File: config.mk
export PLATFORM = sky130hd
export DESIGN_NAME = line_scan_smooth_centroid
export DESIGN_NICKNAME = d
export VERILOG_FILES = /design/src/hdl/lssc_pkg.sv /design/src/hdl/lssc_front.sv /design/src/hdl/lssc_queue.sv /design/src/hdl/lssc_back.sv /design/src/hdl/line_scan_smooth_centroid.sv
export VERILOG_INCLUDE_DIRS = /design/src /design/src/hdl
export SDC_FILE = /design/constraint.sdc
export NUM_CORES = 1
export LEC_CHECK = 0
export BUFFER_PORTS_ARGS = -buffer_cell sky130_fd_sc_hd__buf_4
export CAP_MARGIN = 30
export CORE_ASPECT_RATIO = 0.8
export CORE_MARGIN = 2
export CORE_UTILIZATION = 55
export DETAILED_ROUTE_END_ITERATION = 10
export HOLD_SLACK_MARGIN = 0.05
export PLACE_DENSITY_LB_ADDON = 0.05
export SLEW_MARGIN = 30
export SYNTH_ARGS = -nofsm -noshare
export SYNTH_HDL_FRONTEND = slang
export SYNTH_SLANG_ARGS = --single-unit
export TNS_END_PERCENT = 1
File: constraint.sdc
create_clock -name i_clk -period 16.6 [get_ports i_clk]
set_input_delay 0 -clock i_clk [delete_from_list [all_inputs] [get_ports i_clk]]
set_output_delay 0 -clock i_clk [all_outputs]
set_load 0.01 [all_outputs]
File: src/hdl/line_scan_smooth_centroid_assert.svh
// ----------------------------------------------------------------------------
// Assertion macros for the line scan smoothing block
// Each macro expands to one concurrent assertion in simulation and to nothing
// when SYNTHESIS is defined.
// ----------------------------------------------------------------------------
`ifndef LINE_SCAN_SMOOTH_CENTROID_ASSERT_SVH
`define LINE_SCAN_SMOOTH_CENTROID_ASSERT_SVH

`ifndef SYNTHESIS
// same-cycle implication
`define LSSC_ASSERT_IMP(label, clk, rst_n, ante, cons) \
    label: assert property (@(posedge clk) disable iff (!rst_n) (ante) |-> (cons)) \
        else $error("lssc assertion failed");
// next-cycle implication
`define LSSC_ASSERT_NXT(label, clk, rst_n, ante, cons) \
    label: assert property (@(posedge clk) disable iff (!rst_n) (ante) |=> (cons)) \
        else $error("lssc assertion failed");
`else
`define LSSC_ASSERT_IMP(label, clk, rst_n, ante, cons)
`define LSSC_ASSERT_NXT(label, clk, rst_n, ante, cons)
`endif

`endif

File: src/hdl/lssc_pkg.sv
// ----------------------------------------------------------------------------
// lssc_pkg
// Shared constants and types of the line scan smoothing and centroid block.
// ----------------------------------------------------------------------------
`default_nettype none

package lssc_pkg;

    // parameter defaults
    localparam int unsigned LINE_LENGTH_DEF = 128;
    localparam int unsigned SAMPLE_BITS_DEF = 14;

    // fixed field widths of the stream items
    localparam int unsigned PIXEL_W     = 14;
    localparam int unsigned INDEX_W     = 7;
    localparam int unsigned IN_TDATA_W  = 16;
    localparam int unsigned OUT_TDATA_W = 32;

    // depth of the queue between front and back
    localparam int unsigned QUEUE_DEPTH = 2;

    typedef enum logic [1:0] {
        DIV_3,
        DIV_4,
        DIV_5
    } t_div_kind;

    // which of the up to three results of one pixel is in work
    typedef enum logic [1:0] {
        PH_MAIN,
        PH_PREV,
        PH_TAIL
    } t_phase;

    typedef enum logic [2:0] {
        ST_IDLE,
        ST_MUL,
        ST_SCALE,
        ST_WMUL,
        ST_WADD,
        ST_DIV,
        ST_EMIT
    } t_back_state;

    // classification of one accepted pixel
    typedef struct packed {
        logic      emit_main;  // smoothed pixel i-2 is due
        t_div_kind main_div;   // averaging width for pixel i-2
        logic      emit_prev;  // line ends and pixel i-1 exists
        logic      line_done;  // line ends with this pixel
    } t_cmd_ctl;

endpackage

`default_nettype wire

File: src/hdl/lssc_front.sv
// ----------------------------------------------------------------------------
// lssc_front
// Sample window and pixel counter: forms the 3, 4 and 5 point sums of each
// accepted pixel and classifies which smoothed results it releases.
// ----------------------------------------------------------------------------
`default_nettype none

module lssc_front #(
    parameter int unsigned LINE_LENGTH = lssc_pkg::LINE_LENGTH_DEF,
    parameter int unsigned SAMPLE_BITS = lssc_pkg::SAMPLE_BITS_DEF,
    localparam int unsigned IDX_W = $clog2(LINE_LENGTH),
    localparam int unsigned S_W   = SAMPLE_BITS + 3
) (
    input  wire logic                         i_clk,
    input  wire logic                         i_rst_n,
    input  wire logic [lssc_pkg::PIXEL_W-1:0] i_pixel_sample,
    input  wire logic                         i_line_end,
    input  wire logic                         i_accept,
    output logic      [S_W-1:0]               o_s3,
    output logic      [S_W-1:0]               o_s4,
    output logic      [S_W-1:0]               o_s5,
    output logic      [IDX_W-1:0]             o_idx,
    output lssc_pkg::t_cmd_ctl                o_ctl
);

    logic [SAMPLE_BITS-1:0] r_win [4];
    logic [IDX_W-1:0]       r_count;

    logic [lssc_pkg::PIXEL_W+SAMPLE_BITS-1:0] sample_ext;
    logic [SAMPLE_BITS-1:0]                   cur;
    logic                                     line_end;

    // keep the low SAMPLE_BITS bits of the raw sample
    assign sample_ext = {{SAMPLE_BITS{1'b0}}, i_pixel_sample};
    assign cur        = sample_ext[SAMPLE_BITS-1:0];

    assign o_s3 = S_W'(cur) + S_W'(r_win[0]) + S_W'(r_win[1]);
    assign o_s4 = o_s3 + S_W'(r_win[2]);
    assign o_s5 = o_s4 + S_W'(r_win[3]);
    assign o_idx = r_count;

    // an overlong line ends on its last allowed pixel
    assign line_end = i_line_end || (r_count >= IDX_W'(LINE_LENGTH - 1));

    always_comb begin
        o_ctl.emit_main = (r_count >= IDX_W'(2));
        o_ctl.emit_prev = line_end && (r_count != '0);
        o_ctl.line_done = line_end;
        if (r_count == IDX_W'(2)) begin
            o_ctl.main_div = lssc_pkg::DIV_3;
        end else if (r_count == IDX_W'(3)) begin
            o_ctl.main_div = lssc_pkg::DIV_4;
        end else begin
            o_ctl.main_div = lssc_pkg::DIV_5;
        end
    end

    always_ff @(posedge i_clk) begin
        if (!i_rst_n) begin
            for (int k = 0; k < 4; k++) begin
                r_win[k] <= '0;
            end
            r_count <= '0;
        end else if (i_accept) begin
            if (line_end) begin
                for (int k = 0; k < 4; k++) begin
                    r_win[k] <= '0;
                end
                r_count <= '0;
            end else begin
                r_win[3] <= r_win[2];
                r_win[2] <= r_win[1];
                r_win[1] <= r_win[0];
                r_win[0] <= cur;
                r_count  <= r_count + IDX_W'(1);
            end
        end
    end

endmodule

`default_nettype wire

File: src/hdl/lssc_queue.sv
// ----------------------------------------------------------------------------
// lssc_queue
// Small first-in first-out queue of classified pixels between front and back.
// ----------------------------------------------------------------------------
`default_nettype none

`include "line_scan_smooth_centroid_assert.svh"

module lssc_queue #(
    parameter int unsigned WIDTH = 8,
    parameter int unsigned DEPTH = lssc_pkg::QUEUE_DEPTH,
    localparam int unsigned PTR_W = (DEPTH > 1) ? $clog2(DEPTH) : 1,
    localparam int unsigned CNT_W = $clog2(DEPTH + 1)
) (
    input  wire logic             i_clk,
    input  wire logic             i_rst_n,
    input  wire logic             i_push,
    input  wire logic [WIDTH-1:0] i_wdata,
    input  wire logic             i_pop,
    output logic      [WIDTH-1:0] o_rdata,
    output logic                  o_full,
    output logic                  o_empty
);

    logic [WIDTH-1:0] r_mem [DEPTH];
    logic [PTR_W-1:0] r_wr_ptr;
    logic [PTR_W-1:0] r_rd_ptr;
    logic [CNT_W-1:0] r_count;

    assign o_rdata = r_mem[r_rd_ptr];
    assign o_full  = (r_count == CNT_W'(DEPTH));
    assign o_empty = (r_count == '0);

    always_ff @(posedge i_clk) begin
        if (i_push) begin
            r_mem[r_wr_ptr] <= i_wdata;
        end
    end

    always_ff @(posedge i_clk) begin
        if (!i_rst_n) begin
            r_wr_ptr <= '0;
            r_rd_ptr <= '0;
            r_count  <= '0;
        end else begin
            if (i_push) begin
                r_wr_ptr <= (r_wr_ptr == PTR_W'(DEPTH - 1)) ? '0 : r_wr_ptr + PTR_W'(1);
            end
            if (i_pop) begin
                r_rd_ptr <= (r_rd_ptr == PTR_W'(DEPTH - 1)) ? '0 : r_rd_ptr + PTR_W'(1);
            end
            if (i_push && !i_pop) begin
                r_count <= r_count + CNT_W'(1);
            end else if (i_pop && !i_push) begin
                r_count <= r_count - CNT_W'(1);
            end
        end
    end

    `LSSC_ASSERT_IMP(a_no_push_full, i_clk, i_rst_n, i_push, !o_full || i_pop)
    `LSSC_ASSERT_IMP(a_no_pop_empty, i_clk, i_rst_n, i_pop, !o_empty)

endmodule

`default_nettype wire

File: src/hdl/lssc_back.sv
// ----------------------------------------------------------------------------
// lssc_back
// Result sequencer: divides the window sums by 3, 4 or 5, accumulates the
// plain and index-weighted sums, runs the centroid division at line end and
// holds each result in the output register.
// ----------------------------------------------------------------------------
`default_nettype none

`include "line_scan_smooth_centroid_assert.svh"

module lssc_back #(
    parameter int unsigned LINE_LENGTH = lssc_pkg::LINE_LENGTH_DEF,
    parameter int unsigned SAMPLE_BITS = lssc_pkg::SAMPLE_BITS_DEF,
    localparam int unsigned IDX_W = $clog2(LINE_LENGTH),
    localparam int unsigned S_W   = SAMPLE_BITS + 3
) (
    input  wire logic                         i_clk,
    input  wire logic                         i_rst_n,
    input  wire logic                         i_cmd_valid,
    output logic                              o_cmd_pop,
    input  wire logic [S_W-1:0]               i_s3,
    input  wire logic [S_W-1:0]               i_s4,
    input  wire logic [S_W-1:0]               i_s5,
    input  wire logic [IDX_W-1:0]             i_idx,
    input  wire lssc_pkg::t_cmd_ctl           i_ctl,
    output logic                              o_valid,
    input  wire logic                         i_ready,
    output logic      [lssc_pkg::PIXEL_W-1:0] o_smooth_value,
    output logic      [lssc_pkg::INDEX_W-1:0] o_pixel_index,
    output logic      [lssc_pkg::INDEX_W-1:0] o_position,
    output logic                              o_position_ok,
    output logic                              o_last_of_line
);

    localparam int unsigned SUM_W  = SAMPLE_BITS + IDX_W;
    localparam int unsigned WP_W   = SAMPLE_BITS + IDX_W;
    localparam int unsigned WSUM_W = SAMPLE_BITS + 2 * IDX_W;
    localparam int unsigned CW     = $clog2(IDX_W);
    // reciprocal multiply: x / d == (x * ceil(2^SHIFT / d)) >> SHIFT for x < 2^S_W
    localparam int unsigned SHIFT  = S_W + 3;
    localparam int unsigned RW     = S_W + 2;
    localparam int unsigned PW     = S_W + RW;
    localparam longint unsigned POW  = longint'(1) << SHIFT;
    localparam longint unsigned RCP3 = (POW + 2) / 3;
    localparam longint unsigned RCP4 = POW / 4;
    localparam longint unsigned RCP5 = (POW + 4) / 5;

    localparam int unsigned PW_X = lssc_pkg::PIXEL_W;
    localparam int unsigned IW_X = lssc_pkg::INDEX_W;

    lssc_pkg::t_back_state r_state, n_state;
    lssc_pkg::t_phase      r_phase, n_phase;

    logic [S_W-1:0]         r_s3, r_s4, r_s5;
    logic [IDX_W-1:0]       r_idx;
    lssc_pkg::t_cmd_ctl     r_ctl;
    logic [PW-1:0]          r_prod;
    logic [SAMPLE_BITS-1:0] r_v;
    logic [IDX_W-1:0]       r_oidx;
    logic [WP_W-1:0]        r_wprod;
    logic [SUM_W-1:0]       r_ssum;
    logic [WSUM_W-1:0]      r_wsum;
    logic [SUM_W-1:0]       r_rem;
    logic [IDX_W-1:0]       r_dq;
    logic [CW-1:0]          r_cnt;

    logic                   r_ovalid;
    logic [PW_X-1:0]        r_osmooth;
    logic [IW_X-1:0]        r_oindex;
    logic [IW_X-1:0]        r_opos;
    logic                   r_opos_ok;
    logic                   r_olast;

    lssc_pkg::t_div_kind    sel_kind;
    logic [S_W-1:0]         sel_sum;
    logic [RW-1:0]          sel_recip;
    logic [IDX_W-1:0]       sel_idx;
    logic                   out_free;
    logic                   emit;
    logic                   has_next;
    lssc_pkg::t_phase       next_phase;
    lssc_pkg::t_phase       start_phase;
    logic [WSUM_W-1:0]      wsum_add;
    logic [SUM_W:0]         trial;
    logic [SUM_W:0]         diff;
    logic                   trial_ge;
    logic                   is_tail;
    logic                   ssum_nz;

    logic [SAMPLE_BITS+PW_X-1:0] v_ext;
    logic [IDX_W+IW_X-1:0]       oidx_ext;
    logic [IDX_W+IW_X-1:0]       q_ext;

    // ---- operand selection for the current result
    always_comb begin
        unique case (r_phase)
            lssc_pkg::PH_MAIN: begin
                sel_kind = r_ctl.main_div;
                sel_idx  = r_idx - IDX_W'(2);
            end
            lssc_pkg::PH_PREV: begin
                sel_kind = lssc_pkg::DIV_4;
                sel_idx  = r_idx - IDX_W'(1);
            end
            default: begin
                sel_kind = lssc_pkg::DIV_3;
                sel_idx  = r_idx;
            end
        endcase
    end

    always_comb begin
        unique case (sel_kind)
            lssc_pkg::DIV_3: begin
                sel_sum   = r_s3;
                sel_recip = RW'(RCP3);
            end
            lssc_pkg::DIV_4: begin
                sel_sum   = r_s4;
                sel_recip = RW'(RCP4);
            end
            default: begin
                sel_sum   = r_s5;
                sel_recip = RW'(RCP5);
            end
        endcase
    end

    // ---- result order within one pixel
    assign start_phase = i_ctl.emit_main ? lssc_pkg::PH_MAIN :
                         (i_ctl.emit_prev ? lssc_pkg::PH_PREV : lssc_pkg::PH_TAIL);

    always_comb begin
        has_next   = 1'b0;
        next_phase = lssc_pkg::PH_TAIL;
        unique case (r_phase)
            lssc_pkg::PH_MAIN: begin
                has_next   = r_ctl.line_done;
                next_phase = r_ctl.emit_prev ? lssc_pkg::PH_PREV : lssc_pkg::PH_TAIL;
            end
            lssc_pkg::PH_PREV: begin
                has_next   = 1'b1;
                next_phase = lssc_pkg::PH_TAIL;
            end
            default: begin
                has_next   = 1'b0;
                next_phase = lssc_pkg::PH_TAIL;
            end
        endcase
    end

    assign is_tail  = (r_phase == lssc_pkg::PH_TAIL);
    assign ssum_nz  = (r_ssum != '0);
    assign out_free = !r_ovalid || i_ready;
    assign wsum_add = r_wsum + WSUM_W'(r_wprod);

    // one quotient bit per cycle
    assign trial    = {r_rem, r_dq[IDX_W-1]};
    assign diff     = trial - {1'b0, r_ssum};
    assign trial_ge = (trial >= {1'b0, r_ssum});

    // ---- sequencer
    always_comb begin
        n_state   = r_state;
        n_phase   = r_phase;
        o_cmd_pop = 1'b0;
        emit      = 1'b0;
        unique case (r_state)
            lssc_pkg::ST_IDLE: begin
                if (i_cmd_valid) begin
                    o_cmd_pop = 1'b1;
                    n_phase   = start_phase;
                    if (i_ctl.emit_main || i_ctl.line_done) begin
                        n_state = lssc_pkg::ST_MUL;
                    end
                end
            end
            lssc_pkg::ST_MUL:   n_state = lssc_pkg::ST_SCALE;
            lssc_pkg::ST_SCALE: n_state = lssc_pkg::ST_WMUL;
            lssc_pkg::ST_WMUL:  n_state = lssc_pkg::ST_WADD;
            lssc_pkg::ST_WADD: begin
                n_state = (is_tail && ssum_nz) ? lssc_pkg::ST_DIV : lssc_pkg::ST_EMIT;
            end
            lssc_pkg::ST_DIV: begin
                if (r_cnt == '0) begin
                    n_state = lssc_pkg::ST_EMIT;
                end
            end
            lssc_pkg::ST_EMIT: begin
                if (out_free) begin
                    emit = 1'b1;
                    if (has_next) begin
                        n_phase = next_phase;
                        n_state = lssc_pkg::ST_MUL;
                    end else begin
                        n_state = lssc_pkg::ST_IDLE;
                    end
                end
            end
            default: n_state = lssc_pkg::ST_IDLE;
        endcase
    end

    // ---- control registers
    always_ff @(posedge i_clk) begin
        if (!i_rst_n) begin
            r_state  <= lssc_pkg::ST_IDLE;
            r_phase  <= lssc_pkg::PH_MAIN;
            r_ssum   <= '0;
            r_wsum   <= '0;
            r_ovalid <= 1'b0;
        end else begin
            r_state <= n_state;
            r_phase <= n_phase;
            if (r_state == lssc_pkg::ST_WMUL) begin
                r_ssum <= r_ssum + SUM_W'(r_v);
            end else if (emit && is_tail) begin
                r_ssum <= '0;
            end
            if (r_state == lssc_pkg::ST_WADD) begin
                r_wsum <= wsum_add;
            end else if (emit && is_tail) begin
                r_wsum <= '0;
            end
            if (emit) begin
                r_ovalid <= 1'b1;
            end else if (i_ready) begin
                r_ovalid <= 1'b0;
            end
        end
    end

    // ---- datapath registers
    assign v_ext    = {{PW_X{1'b0}}, r_v};
    assign oidx_ext = {{IW_X{1'b0}}, r_oidx};
    assign q_ext    = {{IW_X{1'b0}}, r_dq};

    always_ff @(posedge i_clk) begin
        if (o_cmd_pop) begin
            r_s3  <= i_s3;
            r_s4  <= i_s4;
            r_s5  <= i_s5;
            r_idx <= i_idx;
            r_ctl <= i_ctl;
        end
        case (r_state)
            lssc_pkg::ST_MUL: begin
                r_prod <= PW'(sel_sum) * PW'(sel_recip);
                r_oidx <= sel_idx;
            end
            lssc_pkg::ST_SCALE: begin
                r_v <= r_prod[SHIFT +: SAMPLE_BITS];
            end
            lssc_pkg::ST_WMUL: begin
                r_wprod <= WP_W'(r_v) * WP_W'(r_oidx);
            end
            lssc_pkg::ST_WADD: begin
                // high part of the dividend is already below the divisor
                r_rem <= wsum_add[WSUM_W-1:IDX_W];
                r_dq  <= wsum_add[IDX_W-1:0];
                r_cnt <= CW'(IDX_W - 1);
            end
            lssc_pkg::ST_DIV: begin
                r_rem <= trial_ge ? diff[SUM_W-1:0] : trial[SUM_W-1:0];
                r_dq  <= {r_dq[IDX_W-2:0], trial_ge};
                r_cnt <= r_cnt - CW'(1);
            end
            default: ;
        endcase
        if (emit) begin
            r_osmooth <= v_ext[PW_X-1:0];
            r_oindex  <= oidx_ext[IW_X-1:0];
            r_opos    <= (is_tail && ssum_nz) ? q_ext[IW_X-1:0] : '0;
            r_opos_ok <= is_tail && ssum_nz;
            r_olast   <= is_tail;
        end
    end

    assign o_valid        = r_ovalid;
    assign o_smooth_value = r_osmooth;
    assign o_pixel_index  = r_oindex;
    assign o_position     = r_opos;
    assign o_position_ok  = r_opos_ok;
    assign o_last_of_line = r_olast;

    `LSSC_ASSERT_IMP(a_div_nonzero, i_clk, i_rst_n, r_state == lssc_pkg::ST_DIV, ssum_nz)
    `LSSC_ASSERT_IMP(a_rem_below, i_clk, i_rst_n, r_state == lssc_pkg::ST_DIV, r_rem < r_ssum)
    `LSSC_ASSERT_NXT(a_sums_cleared, i_clk, i_rst_n, emit && is_tail, (r_ssum == '0) && (r_wsum == '0))

endmodule

`default_nettype wire

File: src/hdl/line_scan_smooth_centroid.sv
// An accepted pixel goes into the queue; the idle back end pops it and runs each of its
// results through multiply, scale, weight, accumulate and emit, where emit waits until the
// output register is free. A new pixel is popped only when all results of the last one are out.
// The line-end pixel gives up to 3 results plus the centroid division.
// The 2-entry queue takes pixels at one per cycle until it fills.
// Reset (synchronous, active low) clears window, counter, sums, queue and output valid.
// ----------------------------------------------------------------------------
// line_scan_smooth_centroid
// Line scan smoothing with a 5-point moving average (3 and 4 point at the line
// edges) and the centroid of the smoothed line on the last result of a line.
// ----------------------------------------------------------------------------
`default_nettype none

module line_scan_smooth_centroid #(
    parameter int unsigned LINE_LENGTH = lssc_pkg::LINE_LENGTH_DEF,
    parameter int unsigned SAMPLE_BITS = lssc_pkg::SAMPLE_BITS_DEF
) (
    input  wire logic                             i_clk,
    input  wire logic                             i_rst_n,
    // slave side: one pixel sample per request
    input  wire logic                             i_s_axis_tvalid,
    output logic                                  o_s_axis_tready,
    input  wire logic [lssc_pkg::IN_TDATA_W-1:0]  i_s_axis_tdata,  // [13:0] pixel_sample
    input  wire logic                             i_s_axis_tlast,  // line_end
    // master side: one smoothed pixel per request
    output logic                                  o_m_axis_tvalid,
    input  wire logic                             i_m_axis_tready,
    // [13:0] smooth_value, [20:14] pixel_index, [27:21] position
    output logic      [lssc_pkg::OUT_TDATA_W-1:0] o_m_axis_tdata,
    output logic                                  o_m_axis_tuser,  // position_ok
    output logic                                  o_m_axis_tlast   // last_of_line
);

    localparam int unsigned IDX_W = $clog2(LINE_LENGTH);
    localparam int unsigned S_W   = SAMPLE_BITS + 3;
    localparam int unsigned CTL_W = $bits(lssc_pkg::t_cmd_ctl);
    localparam int unsigned Q_W   = 3 * S_W + IDX_W + CTL_W;
    localparam int unsigned PAD_W = lssc_pkg::OUT_TDATA_W - lssc_pkg::PIXEL_W
                                    - 2 * lssc_pkg::INDEX_W;

    // front to queue
    logic [S_W-1:0]         f_s3, f_s4, f_s5;
    logic [IDX_W-1:0]       f_idx;
    lssc_pkg::t_cmd_ctl     f_ctl;
    logic                   in_accept;

    // queue to back
    logic [Q_W-1:0]         q_wdata;
    logic [Q_W-1:0]         q_rdata;
    logic                   q_full;
    logic                   q_empty;
    logic                   q_pop;
    logic [S_W-1:0]         b_s3, b_s4, b_s5;
    logic [IDX_W-1:0]       b_idx;
    lssc_pkg::t_cmd_ctl     b_ctl;

    // result fields
    logic [lssc_pkg::PIXEL_W-1:0] smooth_value;
    logic [lssc_pkg::INDEX_W-1:0] pixel_index;
    logic [lssc_pkg::INDEX_W-1:0] position;

    // Take a pixel whenever the queue has room; the window updates only on an accepted
    // pixel, so a full queue holds up classification and the input.
    assign o_s_axis_tready = !q_full;
    assign in_accept       = i_s_axis_tvalid && !q_full;

    lssc_front #(
        .LINE_LENGTH (LINE_LENGTH),
        .SAMPLE_BITS (SAMPLE_BITS)
    ) u_front (
        .i_clk          (i_clk),
        .i_rst_n        (i_rst_n),
        .i_pixel_sample (i_s_axis_tdata[lssc_pkg::PIXEL_W-1:0]),
        .i_line_end     (i_s_axis_tlast),
        .i_accept       (in_accept),
        .o_s3           (f_s3),
        .o_s4           (f_s4),
        .o_s5           (f_s5),
        .o_idx          (f_idx),
        .o_ctl          (f_ctl)
    );

    // Pack the window sums, pixel index and classification into one entry.
    assign q_wdata = {f_ctl, f_idx, f_s5, f_s4, f_s3};

    lssc_queue #(
        .WIDTH (Q_W),
        .DEPTH (lssc_pkg::QUEUE_DEPTH)
    ) u_queue (
        .i_clk   (i_clk),
        .i_rst_n (i_rst_n),
        .i_push  (in_accept),
        .i_wdata (q_wdata),
        .i_pop   (q_pop),
        .o_rdata (q_rdata),
        .o_full  (q_full),
        .o_empty (q_empty)
    );

    assign b_s3  = q_rdata[S_W-1:0];
    assign b_s4  = q_rdata[2*S_W-1:S_W];
    assign b_s5  = q_rdata[3*S_W-1:2*S_W];
    assign b_idx = q_rdata[3*S_W+IDX_W-1:3*S_W];
    assign b_ctl = q_rdata[Q_W-1:3*S_W+IDX_W];

    // Back end: one result at a time through the divide-by-constant, the
    // accumulators and, on the last result of a line, the centroid divider.
    lssc_back #(
        .LINE_LENGTH (LINE_LENGTH),
        .SAMPLE_BITS (SAMPLE_BITS)
    ) u_back (
        .i_clk          (i_clk),
        .i_rst_n        (i_rst_n),
        .i_cmd_valid    (!q_empty),
        .o_cmd_pop      (q_pop),
        .i_s3           (b_s3),
        .i_s4           (b_s4),
        .i_s5           (b_s5),
        .i_idx          (b_idx),
        .i_ctl          (b_ctl),
        .o_valid        (o_m_axis_tvalid),
        .i_ready        (i_m_axis_tready),
        .o_smooth_value (smooth_value),
        .o_pixel_index  (pixel_index),
        .o_position     (position),
        .o_position_ok  (o_m_axis_tuser),
        .o_last_of_line (o_m_axis_tlast)
    );

    // Pack the result fields, lowest field first, zero padded to whole bytes.
    assign o_m_axis_tdata = {{PAD_W{1'b0}}, position, pixel_index, smooth_value};

endmodule

`default_nettype wire
Word-level counts from Yosys, hierarchy flattened
Memory sizes are Yosys's and may differ from the RTL's. A register that Yosys moved wholly into a read port is not among the register bits.
Cells that the tools add are included.
{ "totals": {"regBits": 265, "latchBits": 0, "ram_bits": 182, "mem_bits_ro": 0, "inputBits": 21, "wordCells": 165, "mem_count": 2} }
{ "memory_table": {"columns": ["name", "depth", "word_bits", "rd", "rd_ports_with_merged_regs", "write_ports", "line_no", "text"], "rows": [
  ["u_queue.r_mem", 2, 63, 1, 1, 1, "lssc_queue.sv:25", "logic [WIDTH-1:0] r_mem [DEPTH];"],
  ["u_front.r_win", 4, 14, 4, 0, 4, "lssc_front.sv:26", "logic [SAMPLE_BITS-1:0] r_win [4];"]
]} }
{ "op_classes": {"n_addsub": 15, "multipliers": 2, "n_div": 0, "n_lt_le_gt_ge": 3, "n_eq_ne": 17, "shifts": 0, "n_mux": 62, "bitwise_logic": 8, "reduce_logical": 28} }
{ "op_table": {"columns": ["cell", "count"], "rows": [
  ["14-bit two-way mux", 8],
  ["21-bit two-way mux", 3],
  ["28-bit two-way mux", 2],
  ["17-bit by 14-bit adder with 17-bit output", 3],
  ["21-bit case mux with 2 select lines", 1],
  ["19-bit case mux with 2 select lines", 1],
  ["17-bit by 19-bit multiplier with 34-bit output", 1],
  ["17-bit case mux with 2 select lines", 1],
  ["28-bit by 21-bit adder with 28-bit output", 1],
  ["7-bit case mux with 2 select lines", 2],
  ["2-bit two-way mux", 12],
  ["22-bit by 21-bit >= comparator with 1-bit output", 1],
  ["1-bit two-way mux", 22],
  ["21-bit by 14-bit adder with 21-bit output", 1],
  ["14-bit by 7-bit multiplier with 21-bit output", 1],
  ["3-bit case mux with 7 select lines", 1],
  ["21-bit nonzero test", 1],
  ["21-bit subtractor", 1],
  ["14-bit by 14-bit adder with 15-bit output", 1],
  ["7-bit by 2-bit equality test with 1-bit output (second input constant)", 2],
  ["3-bit two-way mux", 4],
  ["2-bit nonzero test", 6],
  ["3-bit equality test (second input constant)", 3],
  ["2-bit by 1-bit inequality test with 1-bit output (second input constant)", 4],
  ["26 further kinds", 52]
]} }

Logic depth before layout (Yosys ltp)
{ "depth": {"ltp_word": 8, "mapped_depth": 32} }

Cells and area by module
Synthesis repeated with hierarchy kept, for this count alone.
{ "hier_totals": {"cells_unflattened": 2811, "area_unflattened_um2": 30444.2} }
{ "modules_own_cells": {"columns": ["mod", "instances", "cells_each", "area_per_inst_um2", "seq_area_each_um2"], "rows": [
  ["lssc_back", 1, 2100, 20831.2, 6446.2],
  ["lssc_queue", 1, 218, 4784.6, 3883.7],
  ["lssc_front", 1, 485, 4780.8, 1681.6],
  ["line_scan_smooth_centroid", 1, 8, 47.5, 0.0]
]} }

Least setup slack after synthesis
OpenSTA, ideal clock, no wires.
{ "synth_timing": {"path_kind": "reg-to-reg", "start": "reg u_back.r_phase[0]", "end": "reg u_back.r_prod[33], data pin", "arrival_time_ps": 7067, "setup_slack_ps": 9274, "stages_incl_launch_ff": 27, "n_path_buf": 1, "period_less_slack_ps": 7326, "path_cell_list": "dfxtp_1 clkbuf_1 nor2_1 or2_2 and3_1 or2_2 inv_1 fa_1 fa_1 fa_1 inv_1 fa_1 fa_1 inv_1 fa_1 inv_1 ha_1 a21o_1 a21o_1 a21o_1 o211a_1 o2111a_1 a2111oi_4 a31oi_1 or3_4 a31oi_4 xnor2_1"} }
{ "synth_via": {"elab_chain_cells": 5, "elab_cells_between_ends": 8, "classes_between": "1 x mul; 2 x eq/ne; 3 x mux; 2 x reduce/logical"} }
{ "synth_lines": {"columns": ["element", "line_no", "text"], "rows": [
  ["from (decl)", "lssc_back.sv:52", "lssc_pkg::t_phase r_phase, n_phase;"],
  ["from (signal assigned)", "lssc_back.sv:208", "r_phase <= lssc_pkg::PH_MAIN;"],
  ["from (signal assigned)", "lssc_back.sv:214", "r_phase <= n_phase;"],
  ["2-bit by 1-bit equality test with 1-bit output / 2-bit zero test (equally long branches)", "lssc_back.sv:96", "unique case (r_phase)"],
  ["2-bit case mux with 2 select lines (*)", "lssc_back.sv:96", null],
  ["2-bit by 1-bit equality test with 1-bit output / 2-bit zero test (equally long branches)", "lssc_back.sv:113", "unique case (sel_kind)"],
  ["17-bit case mux with 2 select lines / 19-bit case mux with 2 select lines (equally long branches)", "lssc_back.sv:113", null],
  ["17-bit by 19-bit multiplier with 34-bit output (*)", "lssc_back.sv:248", "r_prod <= PW'(sel_sum) * PW'(sel_recip);"],
  ["to (signal assigned)", "lssc_back.sv:248", null],
  ["to (decl)", "lssc_back.sv:57", "logic [PW-1:0] r_prod;"]
]} }
Mark *: on every way between the ends. The rest lies on a longest branch, timed or not.
A chain may end at the register's enable or synchronous reset.

Worst setup path after layout
{ "layout_timing": {"start": "reg u_back.r_phase[1]", "end": "reg u_back.r_prod[33], data pin"} }
The elaborated chain is that of the path after synthesis.

==> impl_table.tex <==
\begin{tabular}{lr}
\hline
Metric & Value \\
\hline
\multicolumn{2}{l}{\textbf{Timing}} \\
\quad Worst slew slack as a fraction of its limit & 0.387 \\
\quad Max Transition Viols Final & 0 \\
\quad Post-route minimum period & 8510 ps \\
\quad RSZ-0062 raised after global routing & no \\
\quad Top achievable clock speed & 0.117 GHz \\
\quad Number of failing hold endpoints at the final stage & 0 \\
\quad Post-route setup TNS & 0 ps \\
\quad Final clock period utilization by the worst path & 0.513 \\
\quad Slew of the pin with the lowest slew margin & 907 ps \\
\quad Number of setup violations in the final report & 0 \\
\quad Clock Skews & 41.1 ps \\
\multicolumn{2}{l}{\textbf{Clocking}} \\
\quad Clock tree root buffer cell & clkbuf\_16 \\
\quad Number of buffers added by the clock tree synthesis step & 46 \\
\quad Clk Latency, worst-skew pair & 600 ps \\
\quad Number of levels the H-tree was split into & 2 \\
\quad Clk slew on worst S/H paths & 60 ps \\
\quad TritonCTS clock tree & yes \\
\quad Maximum number of buffers from clock root to sink & 3 \\
\quad Sinks on the clock net & 422 \\
\multicolumn{2}{l}{\textbf{Detailed routing}} \\
\quad Remaining DRCs & 0 \\
\quad Post-detailed-route count of antenna-violating nets & 0 \\
\quad Via density per instance & 5.63 \\
\quad Routed wire per std cell & 18.6 µm \\
\quad Count of routing violations after the opening detailed-route iteration & 1656 \\
\quad Vias & 20400 \\
\quad Aggregate routed wire length & 67600 µm \\
\quad DR pass1 iterations & 5 \\
\multicolumn{2}{l}{\textbf{Floorplan}} \\
\quad Height of the die & 213 µm \\
\quad Die Area & 56500 µm² \\
\quad Ports placed on the boundary & 57 \\
\quad Total number of placement rows & 76 \\
\quad Core area & 53900 µm² \\
\quad Die width & 265 µm \\
\quad Starting density of the core & 0.557 \\
\multicolumn{2}{l}{\textbf{Final layout}} \\
\quad Final design area excluding fillers & 32800 µm² \\
\quad Number of nets in the layout & 3397 \\
\quad Layout cell share with drive strength beyond 1 & 0.0843 \\
\quad Layout overhead on the synthesized area & 9.44\% \\
\quad Final antenna diode count & 0 \\
\quad Layout Cells excl Fill & 3631 \\
\multicolumn{2}{l}{\textbf{Global route}} \\
\quad Met1 track demand over resource & 0.383 \\
\quad Global-route layer with the greatest usage & met1 \\
\quad GRT Residual Overflow & 0 \\
\quad Via count of the first global-routing pass & 20000 \\
\quad Largest net degree at the start of global routing & 75 \\
\quad GR Util met2 & 0.358 \\
\quad Met3 usage in global routing & 0.0331 \\
\quad Global-route wire length before repair & 108000 µm \\
\quad All-layer global routing usage & 0.243 \\
\quad Antenna violations before repair & 0 \\
\multicolumn{2}{l}{\textbf{Synth}} \\
\quad Post-synthesis share of cell area spent on and, or, nand and nor gates & 0.126 \\
\quad Post-synthesis share of cell area spent on full adders, half adders and majority gates & 0.253 \\
\quad Multiplexer share of the synthesized area & 0.0265 \\
\quad Count of different cell masters after synthesis & 82 \\
\quad Post-Syn Instances & 2827 \\
\quad EDFF count, synth & 341 \\
\quad Fraction of synthesized cell area taken by the top area cell type & 0.341 \\
\quad Average cell area after synthesis & 10.6 µm² \\
\quad Yosys Warn Count & 0 \\
\quad Synthesized-area fraction occupied by ao, oa, aoi and oai cells & 0.103 \\
\quad Seq/Total Area, Yosys & 0.395 \\
\quad XOR/XNOR share of the synthesized area & 0.0391 \\
\quad Synth area leaders & edfxtp\_1 34\%, fa\_1 14\%, ha\_1 12\%, dfxtp\_1 5.4\%, inv\_1 4.7\% \\
\quad Post-synth design cell area & 30000 µm² \\
\quad Main combinational cell family by area after synthesis & adder cells \\
\quad Top FF cell, synth & edfxtp\_1 \\
\quad Share of synthesized flip-flops with an asynchronous set or reset & 0 \\
\quad Cell taking the most area after synthesis & edfxtp\_1 \\
\quad Synth Register Bits & 422 \\
\multicolumn{2}{l}{\textbf{Hold path}} \\
\quad Depth of the worst hold-timing path & 4 \\
\quad Worst min-delay path category & in -> reg \\
\multicolumn{2}{l}{\textbf{Setup path}} \\
\quad Max Fanout on Critical Path & 18 \\
\quad Critical path startpoint category & register \\
\quad Most frequent CP cell & inv\_1 \\
\quad Slowest Stage Delay on Critical Path & 600 ps \\
\quad Category of the worst setup path capture point & register \\
\quad Crit Path Category & reg -> reg \\
\quad Required time reported for the critical path endpoint & 16920 ps \\
\quad Library cell contributing the largest single delay on the critical path & and2\_1 \\
\quad Worst reg-to-reg path cell count & 29 \\
\quad CP Data Arrival Time & 8830 ps \\
\multicolumn{2}{l}{\textbf{Placement}} \\
\quad Buffers added on ports & 50 \\
\quad Post-DP Area & 31200 µm² \\
\quad HPWL after detailed placement & 51500 µm \\
\quad Weighted congestion reported at the end of routability-driven placement & 0.924 \\
\quad Placed Cells incl. Taps & 3528 \\
\multicolumn{2}{l}{\textbf{Outcome}} \\
\quad Result of the run & completed \\
\multicolumn{2}{l}{\textbf{Run}} \\
\quad Max-cap violation count & 0 \\
\hline
\end{tabular}
-- registers in the layout, summed over array words and instances (netlist names), 16 cells and up, named ones only --
signal          cells
u_queue.r_mem     122
u_front.r_win      56
u_back.r_wsum      28
u_back.r_rem       21
u_back.r_ssum      21
u_back.r_wprod     21
u_back.r_s5        17
u_back.r_s3        16
u_back.r_s4        16
-- final cells by class --
type / instances / area, µm²
Clock buffer: 55 / 1220
Clock inverter: 31 / 297
Fill cell: 4439 / 21100
Inverter: 378 / 1420
Multi-Input combinational cell: 1957 / 16500
Sequential cell: 422 / 11900
Tap cell: 702 / 878
Timing Repair Buffer: 86 / 688
-- path summary, 6_finish.rpt --
path                     start                    to  slack [ps]
max reg2reg  u_back.r_phase[1]     u_back.r_prod[33]        8090
min            i_s_axis_tvalid  u_front.r_win[0][17]          70
max          u_back.r_phase[1]     u_back.r_prod[33]        8090
min reg2reg  u_back.r_prod[30]        u_back.r_v[10]         420
-- placed cells by master, fill, tap and decap left out, types with 17 or more instances in the layout --
| cell type | synthesis | final |
|---|---|---|
| or2_2 | 20 | 20 |
| buf_4 | 4 | 69 |
| fa_1 | 203 | 203 |
| xnor2_1 | 95 | 95 |
| a31oi_1 | 30 | 30 |
| nand2_1 | 277 | 275 |
| nand2b_1 | 17 | 17 |
| a21oi_1 | 148 | 148 |
| xor2_1 | 39 | 39 |
| o21a_1 | 35 | 35 |
| nor2_1 | 158 | 157 |
| nor3_1 | 51 | 50 |
| nand3_1 | 71 | 71 |
| inv_1 | 376 | 374 |
| dlygate4sd3_1 | 0 | 17 |
| mux2_2 | 60 | 60 |
| a21o_1 | 49 | 49 |
| and2_1 | 90 | 90 |
| edfxtp_1 | 341 | 341 |
| ha_1 | 282 | 282 |
| dfxtp_1 | 81 | 80 |
| o21ai_0 | 78 | 78 |
| clkbuf_16 | 0 | 47 |
| and3_1 | 40 | 39 |
-- through the flow --
stage                     setup slack, ps   util  hold slack [ps]
after detailed placement             8140  0.578              296
after global routing                 7610  0.609              110
after floorplan                      9270      -              198
final                                8090  0.609             71.4
after CTS                            8080  0.609              206
after global placement               8250  0.578              298
-- cells in the mapped netlist, drive strengths merged (60+ instances only) --
master / number
a21oi: 149
and2: 90
clkbuf: 65
dfxtp: 81
edfxtp: 341
fa: 203
ha: 282
inv: 377
mux2: 60
nand2: 277
nand3: 71
nor2: 158
o21ai: 80
xnor2: 95
-- layer usage --
metal  vias to the layer above  share of wire
met5                         -              0
met4                         0          0.015
met3                        73          0.055
met2                       470           0.42
met1                     10000           0.51
li1                       9844              -
-- kinds of logic (layout without fill, tap and decap cells) --
| family | after synthesis | after routing |
|---|---|---|
| DFF | 422 | 422 |
| muxes | 72 | 72 |
| buffers and inverters | 454 | 550 |
| AOI/OAI and AO/OA | 462 | 462 |
| xor gates and xnor gates | 134 | 134 |
| adders and majority gates | 485 | 485 |
| other | 1 | 7 |
| and+or+nand+nor | 797 | 797 |
-- critical path, delay by kind of cell, from the launching register on --
kind                     cells  cell delay (ps)
AO/OA/AOI/OAI                7             1810
adder cells (fa/ha/maj)      7             3060
AND/OR/NAND/NOR              6             2050
flip-flops                   1              420
buffers and inverters        7              630
XOR/XNOR                     2              230
-- timing repair --
item / CTS / global route
resized for setup: 0 / 0
endpoints found under the setup margin: 0 / 0
hold endpoints to repair: 46 / 0
hold buffers: 17 / 0
setup buffers: 0 / 0
Power is left out: the tool's default activity adds up to more than one toggle a clock period on the data nets, which glitch-free logic cannot reach.
